## src/rtl/bdf_pkg.sv

```systemverilog
// shared types, codes and saturation helper for the direct form ii biquad
// no dependencies
package bdf_pkg;

  localparam int unsigned DataW  = 32;
  localparam int unsigned GainW  = 31;
  localparam int unsigned ProdW  = 2 * DataW;
  localparam int unsigned FracW  = 15;
  localparam int unsigned CfgIdxW = 3;

  // configuration register indexes
  localparam logic [CfgIdxW-1:0] RegFeedB0     = 3'd0;
  localparam logic [CfgIdxW-1:0] RegFeedB1     = 3'd1;
  localparam logic [CfgIdxW-1:0] RegFeedB2     = 3'd2;
  localparam logic [CfgIdxW-1:0] RegBackA1     = 3'd3;
  localparam logic [CfgIdxW-1:0] RegBackA2     = 3'd4;
  localparam logic [CfgIdxW-1:0] RegMakeupGain = 3'd5;

  localparam logic [GainW-1:0] GainReset = 31'd32768;

  typedef enum logic [2:0] {
    MUL_A1W1,
    MUL_A2W2,
    MUL_B0W0,
    MUL_B1W1,
    MUL_B2W2,
    MUL_YG
  } mul_sel_e;

  typedef enum logic [1:0] {
    ACC_HOLD,
    ACC_LOAD,
    ACC_ADD
  } acc_op_e;

  typedef struct packed {
    logic     x_ld;
    logic     mul_en;
    mul_sel_e mul_sel;
    acc_op_e  acc_op;
    logic     w0_ld;
    logic     out_ld;
  } dp_cmd_t;

  typedef struct packed {
    logic out_busy;
  } dp_sts_t;

  // clamp a wide signed value into the 32-bit signed range
  function automatic logic signed [DataW-1:0] sat_w(input logic signed [ProdW-1:0] v);
    logic signed [ProdW-1:0] max_v;
    logic signed [ProdW-1:0] min_v;
    max_v = {{(ProdW-DataW+1){1'b0}}, {(DataW-1){1'b1}}};
    min_v = {{(ProdW-DataW+1){1'b1}}, {(DataW-1){1'b0}}};
    if (v > max_v) begin
      sat_w = max_v[DataW-1:0];
    end else if (v < min_v) begin
      sat_w = min_v[DataW-1:0];
    end else begin
      sat_w = v[DataW-1:0];
    end
  endfunction

endpackage

```

## src/rtl/bdf_dp.sv

```systemverilog
// datapath: coefficient registers, delay words, shared multiplier, accumulator
// and output register; depends on bdf_pkg
module bdf_dp (
  input  logic                           clk_i,
  input  logic                           rst_ni,
  input  logic                           cfg_we_i,
  input  logic [bdf_pkg::CfgIdxW-1:0]    cfg_idx_i,
  input  logic [bdf_pkg::DataW-1:0]      cfg_data_i,
  input  logic [bdf_pkg::DataW-1:0]      in_data_i,
  input  bdf_pkg::dp_cmd_t               cmd_i,
  output bdf_pkg::dp_sts_t               sts_o,
  output logic                           out_valid_o,
  input  logic                           out_ready_i,
  output logic [bdf_pkg::DataW-1:0]      out_data_o
);
  import bdf_pkg::*;

  logic signed [DataW-1:0] b0_q, b1_q, b2_q, a1_q, a2_q;
  logic        [GainW-1:0] gain_q;
  logic signed [DataW-1:0] x_q, w0_q, w1_q, w2_q, acc_q, out_q;
  logic signed [ProdW-1:0] prod_q, prod_d;
  logic signed [DataW-1:0] op_a, op_b;
  logic signed [DataW-1:0] psat;
  logic signed [DataW-1:0] acc_d;
  logic signed [DataW-1:0] w0_d;
  logic                    out_valid_q;

  always_ff @(posedge clk_i or negedge rst_ni) begin
    if (!rst_ni) begin
      b0_q   <= '0;
      b1_q   <= '0;
      b2_q   <= '0;
      a1_q   <= '0;
      a2_q   <= '0;
      gain_q <= GainReset;
    end else if (cfg_we_i) begin
      unique case (cfg_idx_i)
        RegFeedB0:     b0_q   <= cfg_data_i;
        RegFeedB1:     b1_q   <= cfg_data_i;
        RegFeedB2:     b2_q   <= cfg_data_i;
        RegBackA1:     a1_q   <= cfg_data_i;
        RegBackA2:     a2_q   <= cfg_data_i;
        RegMakeupGain: gain_q <= cfg_data_i[GainW-1:0];
        default: ;
      endcase
    end
  end

  always_comb begin
    unique case (cmd_i.mul_sel)
      MUL_A1W1: begin op_a = a1_q;  op_b = w1_q; end
      MUL_A2W2: begin op_a = a2_q;  op_b = w2_q; end
      MUL_B0W0: begin op_a = b0_q;  op_b = w0_q; end
      MUL_B1W1: begin op_a = b1_q;  op_b = w1_q; end
      MUL_B2W2: begin op_a = b2_q;  op_b = w2_q; end
      MUL_YG:   begin op_a = acc_q; op_b = {1'b0, gain_q}; end
      default:  begin op_a = '0;    op_b = '0; end
    endcase
  end

  assign prod_d = ProdW'(op_a) * ProdW'(op_b);

  // arithmetic shift floors, then clamp
  assign psat = sat_w(prod_q >>> FracW);
  assign w0_d = sat_w(ProdW'(x_q) - ProdW'(acc_q));

  always_comb begin
    case (cmd_i.acc_op)
      ACC_LOAD: acc_d = psat;
      ACC_ADD:  acc_d = sat_w(ProdW'(acc_q) + ProdW'(psat));
      default:  acc_d = acc_q;
    endcase
  end

  always_ff @(posedge clk_i) begin
    if (cmd_i.x_ld)   x_q    <= in_data_i;
    if (cmd_i.mul_en) prod_q <= prod_d;
    acc_q <= acc_d;
    if (cmd_i.w0_ld)  w0_q   <= w0_d;
    if (cmd_i.out_ld) out_q  <= psat;
  end

  always_ff @(posedge clk_i or negedge rst_ni) begin
    if (!rst_ni) begin
      w1_q        <= '0;
      w2_q        <= '0;
      out_valid_q <= 1'b0;
    end else begin
      if (cmd_i.out_ld) begin
        w2_q <= w1_q;
        w1_q <= w0_q;
      end
      if (cmd_i.out_ld) begin
        out_valid_q <= 1'b1;
      end else if (out_ready_i) begin
        out_valid_q <= 1'b0;
      end
    end
  end

  assign sts_o.out_busy = out_valid_q && !out_ready_i;
  assign out_valid_o    = out_valid_q;
  assign out_data_o     = out_q;

  a_out_after_load: assert property (@(posedge clk_i) disable iff (!rst_ni)
    cmd_i.out_ld |=> out_valid_q && out_q == $past(psat))
    else $error("output word not loaded");

  a_delay_shift: assert property (@(posedge clk_i) disable iff (!rst_ni)
    cmd_i.out_ld |=> w2_q == $past(w1_q) && w1_q == $past(w0_q))
    else $error("delay words not shifted on completion");

  a_valid_drop: assert property (@(posedge clk_i) disable iff (!rst_ni)
    $fell(out_valid_q) |-> $past(out_ready_i))
    else $error("output word dropped without acceptance");

endmodule

```

## src/rtl/bdf_ctrl.sv

```systemverilog
// controller: sequences the shared multiplier through the filter steps
// depends on bdf_pkg
module bdf_ctrl (
  input  logic              clk_i,
  input  logic              rst_ni,
  input  logic              in_valid_i,
  output logic              in_ready_o,
  input  bdf_pkg::dp_sts_t  sts_i,
  output bdf_pkg::dp_cmd_t  cmd_o
);
  import bdf_pkg::*;

  typedef enum logic [10:0] {
    S_IDLE = 11'b000_0000_0001,
    S_A1   = 11'b000_0000_0010,
    S_A2   = 11'b000_0000_0100,
    S_FB   = 11'b000_0000_1000,
    S_W0   = 11'b000_0001_0000,
    S_B0   = 11'b000_0010_0000,
    S_B1   = 11'b000_0100_0000,
    S_B2   = 11'b000_1000_0000,
    S_Y    = 11'b001_0000_0000,
    S_G    = 11'b010_0000_0000,
    S_OUT  = 11'b100_0000_0000
  } state_e;

  state_e state_q, state_d;
  logic   in_acc;

  assign in_ready_o = (state_q == S_IDLE);
  assign in_acc     = in_valid_i && in_ready_o;

  always_comb begin
    state_d        = state_q;
    cmd_o          = '0;
    cmd_o.mul_sel  = MUL_A1W1;
    cmd_o.acc_op   = ACC_HOLD;
    unique case (state_q)
      S_IDLE: begin
        cmd_o.x_ld = in_acc;
        if (in_acc) state_d = S_A1;
      end
      S_A1: begin
        cmd_o.mul_en  = 1'b1;
        cmd_o.mul_sel = MUL_A1W1;
        state_d       = S_A2;
      end
      S_A2: begin
        cmd_o.mul_en  = 1'b1;
        cmd_o.mul_sel = MUL_A2W2;
        cmd_o.acc_op  = ACC_LOAD;
        state_d       = S_FB;
      end
      S_FB: begin
        cmd_o.acc_op = ACC_ADD;
        state_d      = S_W0;
      end
      S_W0: begin
        cmd_o.w0_ld = 1'b1;
        state_d     = S_B0;
      end
      S_B0: begin
        cmd_o.mul_en  = 1'b1;
        cmd_o.mul_sel = MUL_B0W0;
        state_d       = S_B1;
      end
      S_B1: begin
        cmd_o.mul_en  = 1'b1;
        cmd_o.mul_sel = MUL_B1W1;
        cmd_o.acc_op  = ACC_LOAD;
        state_d       = S_B2;
      end
      S_B2: begin
        cmd_o.mul_en  = 1'b1;
        cmd_o.mul_sel = MUL_B2W2;
        cmd_o.acc_op  = ACC_ADD;
        state_d       = S_Y;
      end
      S_Y: begin
        cmd_o.acc_op = ACC_ADD;
        state_d      = S_G;
      end
      S_G: begin
        cmd_o.mul_en  = 1'b1;
        cmd_o.mul_sel = MUL_YG;
        state_d       = S_OUT;
      end
      S_OUT: begin
        // wait here while the previous word is still unclaimed
        if (!sts_i.out_busy) begin
          cmd_o.out_ld = 1'b1;
          state_d      = S_IDLE;
        end
      end
      default: state_d = S_IDLE;
    endcase
  end

  always_ff @(posedge clk_i or negedge rst_ni) begin
    if (!rst_ni) begin
      state_q <= S_IDLE;
    end else begin
      state_q <= state_d;
    end
  end

  a_start: assert property (@(posedge clk_i) disable iff (!rst_ni)
    in_acc |=> state_q == S_A1)
    else $error("accepted word did not start the sequence");

  a_no_overwrite: assert property (@(posedge clk_i) disable iff (!rst_ni)
    cmd_o.out_ld |-> !sts_i.out_busy)
    else $error("output register overwritten while held");

  a_feedback_before_w0: assert property (@(posedge clk_i) disable iff (!rst_ni)
    cmd_o.w0_ld |-> $past(cmd_o.acc_op == ACC_ADD) && $past(cmd_o.mul_sel == MUL_A2W2, 2))
    else $error("w0 formed before feedback sum finished");

endmodule

```

## src/rtl/biquad_direct_form_two.sv

```systemverilog
// top level of the q16.15 direct form ii biquad filter
// depends on bdf_pkg, bdf_ctrl and bdf_dp
//
//  port group   dir  payload
//  s_axis       in   tdata[31:0] = sample_in
//  m_axis       out  tdata[31:0] = filtered_out
//  cfg          in   idx 0..5 = b0, b1, b2, a1, a2, makeup gain
//
// from acceptance to the output register, the six products of one word all go
// through one 32x32 multiplier in series, w0 waits on both feedback products,
// and the gain multiply waits on the full feedforward sum.
// the next word is accepted on the cycle after the result is loaded.
// reset clears the delay words, sets coefficients to zero and gain to one.
// a result not taken holds the next word in its last step until m_axis_tready.
module biquad_direct_form_two (
  input  logic                        clk_i,
  input  logic                        rst_ni,
  input  logic                        s_axis_tvalid_i,
  output logic                        s_axis_tready_o,
  input  logic [bdf_pkg::DataW-1:0]   s_axis_tdata_i,   // [31:0] sample_in
  output logic                        m_axis_tvalid_o,
  input  logic                        m_axis_tready_i,
  output logic [bdf_pkg::DataW-1:0]   m_axis_tdata_o,   // [31:0] filtered_out
  input  logic                        cfg_we_i,
  input  logic [bdf_pkg::CfgIdxW-1:0] cfg_idx_i,
  input  logic [bdf_pkg::DataW-1:0]   cfg_data_i
);
  import bdf_pkg::*;

  dp_cmd_t cmd;
  dp_sts_t sts;

  bdf_ctrl u_ctrl (
    .clk_i      (clk_i),
    .rst_ni     (rst_ni),
    .in_valid_i (s_axis_tvalid_i),
    .in_ready_o (s_axis_tready_o),
    .sts_i      (sts),
    .cmd_o      (cmd)
  );

  bdf_dp u_dp (
    .clk_i       (clk_i),
    .rst_ni      (rst_ni),
    .cfg_we_i    (cfg_we_i),
    .cfg_idx_i   (cfg_idx_i),
    .cfg_data_i  (cfg_data_i),
    .in_data_i   (s_axis_tdata_i),
    .cmd_i       (cmd),
    .sts_o       (sts),
    .out_valid_o (m_axis_tvalid_o),
    .out_ready_i (m_axis_tready_i),
    .out_data_o  (m_axis_tdata_o)
  );

endmodule

```

## config.mk

```make
export PLATFORM = sky130hd
export DESIGN_NAME = biquad_direct_form_two
export DESIGN_NICKNAME = d
export VERILOG_FILES = /design/src/rtl/bdf_pkg.sv /design/src/rtl/bdf_dp.sv /design/src/rtl/bdf_ctrl.sv /design/src/rtl/biquad_direct_form_two.sv
export SDC_FILE = /design/constraint.sdc
export NUM_CORES = 2
export LEC_CHECK = 0
export ABC_CLOCK_PERIOD_IN_PS = 16400
export BUFFER_PORTS_ARGS = -buffer_cell sky130_fd_sc_hd__buf_4
export CORE_ASPECT_RATIO = 1.1
export CORE_MARGIN = 2
export CORE_UTILIZATION = 60
export CTS_CLUSTER_DIAMETER = 30
export CTS_CLUSTER_SIZE = 20
export DETAILED_ROUTE_END_ITERATION = 10
export HOLD_SLACK_MARGIN = 0.05
export PLACE_DENSITY = 0.85
export SLEW_MARGIN = 5
export SYNTH_ARGS = -nofsm -noshare
export SYNTH_HDL_FRONTEND = slang
export SYNTH_SLANG_ARGS = --single-unit
```

## constraint.sdc

```tcl
create_clock -name clk_i -period 16.4 [get_ports clk_i]
set_input_delay 0.82 -clock clk_i [delete_from_list [all_inputs] [get_ports clk_i]]
set_output_delay 0.82 -clock clk_i [all_outputs]
set_load 0.02 [all_outputs]
```

# Word level (Yosys, flattened, before mapping)
# Index checks and enable logic that the tools add are counted.
word_totals:
  mem_bits_ro: 0
  mem_bits_rw: 0
  out_inout_bits: 34
  latchBits: 0
  elab_cells: 86
  reg_bits: 459
  input_bits: 72
  memories: 0
classes:
  n_mul: 1
  n_eq_ne: 25
  n_addsub: 2
  n_mux: 19
  n_div: 0
  bitwise: 0
  order_cmp: 6
  shift: 0
  n_reduce_logical: 18
op_table:
  columns: ["op", "n"]
  rows:
  - ["$pmux W32 S6", 1]
  - ["$mux W32", 5]
  - ["$gt A64 B32 Y1 const B", 2]
  - ["$lt A64 B32 Y1 const B", 2]
  - ["$pmux W32 S4", 1]
  - ["$pmux W11 S11", 1]
  - ["$mul A32 B32 Y64", 1]
  - ["$pmux W32 S2", 1]
  - ["$gt A49 B32 Y1 const B", 1]
  - ["$lt A49 B32 Y1 const B", 1]
  - ["$add A32 B32 Y33", 1]
  - ["$sub A32 B32 Y33", 1]
  - ["$pmux W4 S6", 1]
  - ["$mux W11", 2]
  - ["$reduce_and A2 Y1", 7]
  - ["$eq A3 B2 Y1 const B", 4]
  - ["$eq A3 B3 Y1 const B", 4]
  - ["$eq A11 B1 Y1 const B", 1]
  - ["$eq A11 B10 Y1 const B", 1]
  - ["$eq A11 B11 Y1 const B", 1]
  - ["$eq A11 B2 Y1 const B", 1]
  - ["$eq A11 B3 Y1 const B", 1]
  - ["$eq A11 B4 Y1 const B", 1]
  - ["$eq A11 B5 Y1 const B", 1]
  - ["16 further kinds", 28]

# Depth between registers and ports, before layout
logic_depth:
  depth_word: 8
  depth_mapped: 39
  mapped_depth_nobuf: 34

# Cells and area by module
# Synthesis repeated with hierarchy kept, for this count alone.
hier_totals:
  cells_unflattened: 5722
  area_unflattened_um2: 57074.7
modules_own_cells:
  columns: ["module", "cells_per_inst", "area_each_um2", "seq_area_each_um2", "instances"]
  rows:
  - ["bdf_dp", 5667, 56487.9, 11722.5, 1]
  - ["bdf_ctrl", 55, 586.8, 276.5, 1]

# Worst setup path after synthesis
# OpenSTA, ideal clock, no wires.
synth_path:
  path_type: "flip-flop to flip-flop"
  start: "register u_ctrl.state_q[1]"
  end: "register u_dp.prod_q[59], data pin"
  setup_ns: 0.190
  path_slack_ns: 6.233
  n_path_buf: 7
  period_less_slack_ns: 10.167
  path_stages_with_launch: 39
  arrival_time_ns: 9.977
  required_time_ns: 16.210
  cell_sequence: "dfrtp_1 or4_1 buf_2 nor3_4 clkbuf_1 clkbuf_1 buf_1 a222oi_1 nand2_1 clkbuf_1 buf_1 nand2_1 fa_1 inv_1 fa_1 inv_1 fa_1 fa_1 [3 not listed] fa_1 inv_1 fa_1 inv_1 ha_1 clkbuf_1 nand4_1 nor3_1 nand4b_1 o31ai_1 a21oi_1 o21ai_0 o211a_1 a21oi_2 nor4_4 nor2_4 mux2i_1 a2111oi_2"
synth_between:
  elab_chain_len: 6
  word_cells_on_any_way: 18
  classes_between: "1 x mul; 11 x eq/ne; 3 x mux; 3 x reduce/logical"
synth_lines:
  columns: ["item", "line", "text"]
  rows:
  - ["start, declared", "bdf_ctrl.sv:27", "state_e state_q, state_d;"]
  - ["start signal, assigned", "bdf_ctrl.sv:103", "state_q <= state_d;"]
  - ["$eq A11 B10 Y1, or another cell as far along", "bdf_ctrl.sv:38", "unique case (state_q)"]
  - ["$pmux W4 S6 *", "bdf_ctrl.sv:38", null]
  - ["$eq A3 B1 Y1, or another cell as far along", "bdf_dp.sv:50", "unique case (cmd_i.mul_sel)"]
  - ["$reduce_or A2 Y1 (no source line)", null, null]
  - ["$pmux W32 S4", "bdf_dp.sv:50", null]
  - ["$mul A32 B32 Y64 *", "bdf_dp.sv:61", "assign prod_d = ProdW'(op_a) * ProdW'(op_b);"]
  - ["net u_dp.prod_d[59]", "bdf_dp.sv:21", "logic signed [ProdW-1:0] prod_q, prod_d;"]
  - ["end signal, assigned", "bdf_dp.sv:77", "if (cmd_i.mul_en) prod_q <= prod_d;"]
  - ["end, declared", "bdf_dp.sv:21", null]
# The timed path passes the listed nets; every way through them passes the cells marked *.
# A chain may end at the register's enable or synchronous reset.

# Worst setup path in the final report
# Ends and elaborated chain as after synthesis.

==> results.toml <==
[status]
status = "finished clean"

[synth]
ys_seq_elements = 444
synth_area_leaders = "fa_1, dfrtp_1, edfxtp_1"
ys_types = 84
ys.flop_type = "dfrtp_1"
syn-cell-area_mm2 = 0.05634
ys_async_sr_fraction = 0.6014
synth_top_area_frac = 0.3849
synth_cells = 5803
avgSynthCellArea_um2 = 9.708
seq_area_frac_synth = 0.2130
yosysWarningCount = 0
synth_edf_count = 177
yosys.area.top_type = "fa_1"
syn-num-nets = 7203

[detailed_routing]
ant_nets = 0
wirelength_mm = 178.5
drc = 0
viasPerCell = 6.185
first_pass_iters = 10
drt_iter0_markers = 5331
wl_per_cell_um = 25.06
num_vias = 44060

[layout]
final_cell_mix = "inv_1, fa_1, nand2_1"
ff_latch_area_mm2 = 0.01200
multi_input_area_mm2 = 0.03907
num-fill-cells = 6847
final_common_cell = "inv_1"
nets = 7213
syn_to_final_growth_pct = 8.062
stdcell_count = 7123
drive_above_1_share = 0.09905

[place]
dpl.cell_count = 6999
dp_hpwl_mm = 130.7
io_buffer_count = 105
gp_congestion = 1.020

[global_routing]
grt_pass1_wl_mm = 275.9
grt_pass1_vias = 47440
grt_overflow = 0
antenna_found_initial = 9
track_usage = 0.3836
grt_max_degree = 121

[pwr]
p_leak_nw = 30.79
vdd_drop_max_mv = 0.1249
powerDensity_mw_per_mm2 = 66.36

[die]
die_y_um = 325.4
die-area_mm2 = 0.09636
ioPinCount = 106
core_area_mm2 = 0.09281
initial_utilization = 0.6070
num_rows = 117
die_width_um = 296.2

[worst_setup_path]
cp_slowest_cell = "nor3_4"
crit_required_ns = 16.79
cp_max_fo = 42
startpoint_type = "register"
r2r_end = "u_dp.prod_q[59]$_DFFE_PN_"
critical_path_class = "reg2reg"
reg2reg_from = "u_ctrl.state_q[1]$_DFFE_PN0P_"
r2r_cells = 32
crit_top_cell = "fa_1"
critPathArrivalTime_ns = 12.86
r2r_slack_ns = 3.93
end_kind = "register"
slowest_delay_ns = 0.90

[clocking]
clk_path_buf_depth = 3
ctsResizeCount = 0
cts_tree = "built"
clk_latency_ns = 0.66
postCtsHoldBufs = 0
cts_made_buffers = 61
h-tree-depth = 2
cts_setup_buffers = 0
cts-root-buf = "clkbuf_16"
cts_sinks = 444
path_clk_slew_ns = 0.07

[sta]
worst_pin_slew_ns = 1.409
rsz0062_at_grt = "false"
drv_slew = 0
maxSlewHeadroom = 0.05818
fin_crit_ns = 12.47
hold_viol = 0
fmaxAchievable_mhz = 80.17
finalSetupViolations = 0
fin_setup_tns_ns = 0
clock_skew_ns = 0.06406
fin_crit_sh = 0.7606

[flow_run]
max_cap_violations = 0

[min_path]
hp-class = "in2async"
## final cells by class
cell class / instances / area share
multi-input cells: 3916 / 0.6417
inverters: 1165 / 0.07185
diodes: 8 / 0.0003288
clock buffers: 76 / 0.02766
clock inverters: 40 / 0.007810
flip-flops and latches: 444 / 0.1971
repair buffers: 225 / 0.02787
well taps: 1249 / 0.02567
## synthesized netlist by cell type, drive strengths merged (8+ instances only)
| master | number |
|---|---|
| inv | 1164 |
| fa | 1083 |
| nand2 | 960 |
| nor2 | 566 |
| dfrtp | 265 |
| clkbuf | 256 |
| ha | 245 |
| mux2 | 191 |
| edfxtp | 177 |
| a21oi | 159 |
| a21o | 76 |
| xnor2 | 76 |
| a222oi | 56 |
| o21ai | 55 |
| nand4 | 48 |
| xor2 | 44 |
| and4 | 36 |
| o22ai | 27 |
| nor3 | 25 |
| and2 | 22 |
| buf | 22 |
| o21bai | 21 |
| nand2b | 18 |
| nor2b | 18 |
| nand3 | 15 |
| nor4 | 14 |
| and3 | 13 |
| or2 | 11 |
| a31oi | 9 |
| a211oi | 8 |
| o31ai | 8 |
## sequential cells by signal (all words and copies together) (netlist names)
name,cells
u_dp.x_q,32
u_dp.w2_q,32
u_dp.a1_q,32
u_dp.b2_q,32
u_dp.out_valid_o,1
u_dp.a2_q,32
u_ctrl.state_q,11
u_dp.acc_q,32
u_dp.prod_q,49
u_dp.w0_q,32
u_dp.gain_q,31
u_dp.w1_q,32
u_dp.b0_q,32
u_dp.b1_q,32
u_dp.out_data_o,32
## how the worst max path moves through the flow
stage / to / start / depth (start not counted) / slack (ns)
finish: u_dp.prod_q[59]$_DFFE_PN_ / u_ctrl.state_q[1]$_DFFE_PN0P_ / 32 / 3.93
detailed placement: u_dp.prod_q[59]$_DFFE_PN_ / u_ctrl.state_q[1]$_DFFE_PN0P_ / 32 / 4.40
CTS: u_dp.prod_q[59]$_DFFE_PN_ / u_ctrl.state_q[1]$_DFFE_PN0P_ / 32 / 4.36
global placement: u_dp.prod_q[59]$_DFFE_PN_ / u_ctrl.state_q[1]$_DFFE_PN0P_ / 32 / 4.55
floorplan: u_dp.prod_q[59]$_DFFE_PN_ / u_ctrl.state_q[1]$_DFFE_PN0P_ / 38 / 6.23
global route: u_dp.prod_q[61]$_DFFE_PN_ / u_ctrl.state_q[1]$_DFFE_PN0P_ / 32 / 3.74
## logic make-up after synthesis
family          synth area share
mux                      0.03871
simple gates              0.1336
fa+ha+maj                 0.4405
buf+inv                  0.09617
xor+xnor                 0.01866
flops                     0.2130
compound gates           0.05939
## worst max-delay path: cells and delay by family (launching register included)
family | cells | cell delay [ns]
AO/OA/AOI/OAI | 7 | 2.24
buffers and inverters | 6 | 0.92
adder cells (fa/ha/maj) | 9 | 4.56
multiplexers | 1 | 0.16
flip-flops | 1 | 0.43
AND/OR/NAND/NOR | 9 | 3.85
## power by group
part           internal (mW)  total, mW  switching (mW)
clock                  0.790       1.37           0.576
combinational          0.366       1.22           0.858
sequential              1.35       1.45          0.0986
total                   2.51       4.04            1.53
## per-stage QoR
step                total power [mW]    util  hold WS (ns)  area, µm²  worst slack (ns)
floorplan                      2.119       -        0.4406      56340             6.233
global placement               2.577  0.6324        0.4559      58700             4.554
detailed placement             2.610  0.6324        0.4619      58700             4.403
CTS                            3.977  0.6557        0.2986      60860             4.362
global route                   4.133  0.6558        0.3498      60870             3.738
finish                         4.039  0.6559        0.2632      60880             3.926
## metal layers
layer  global-route usage  vias up  share of wire
li1                     -    17880              -
met1               0.4753    21890           0.33
met2               0.5718     3325           0.44
met3               0.1220      954           0.14
met4               0.2678        6          0.087
met5                    0        -        0.00043
Note: power is estimated with default switching activity, not from simulation.
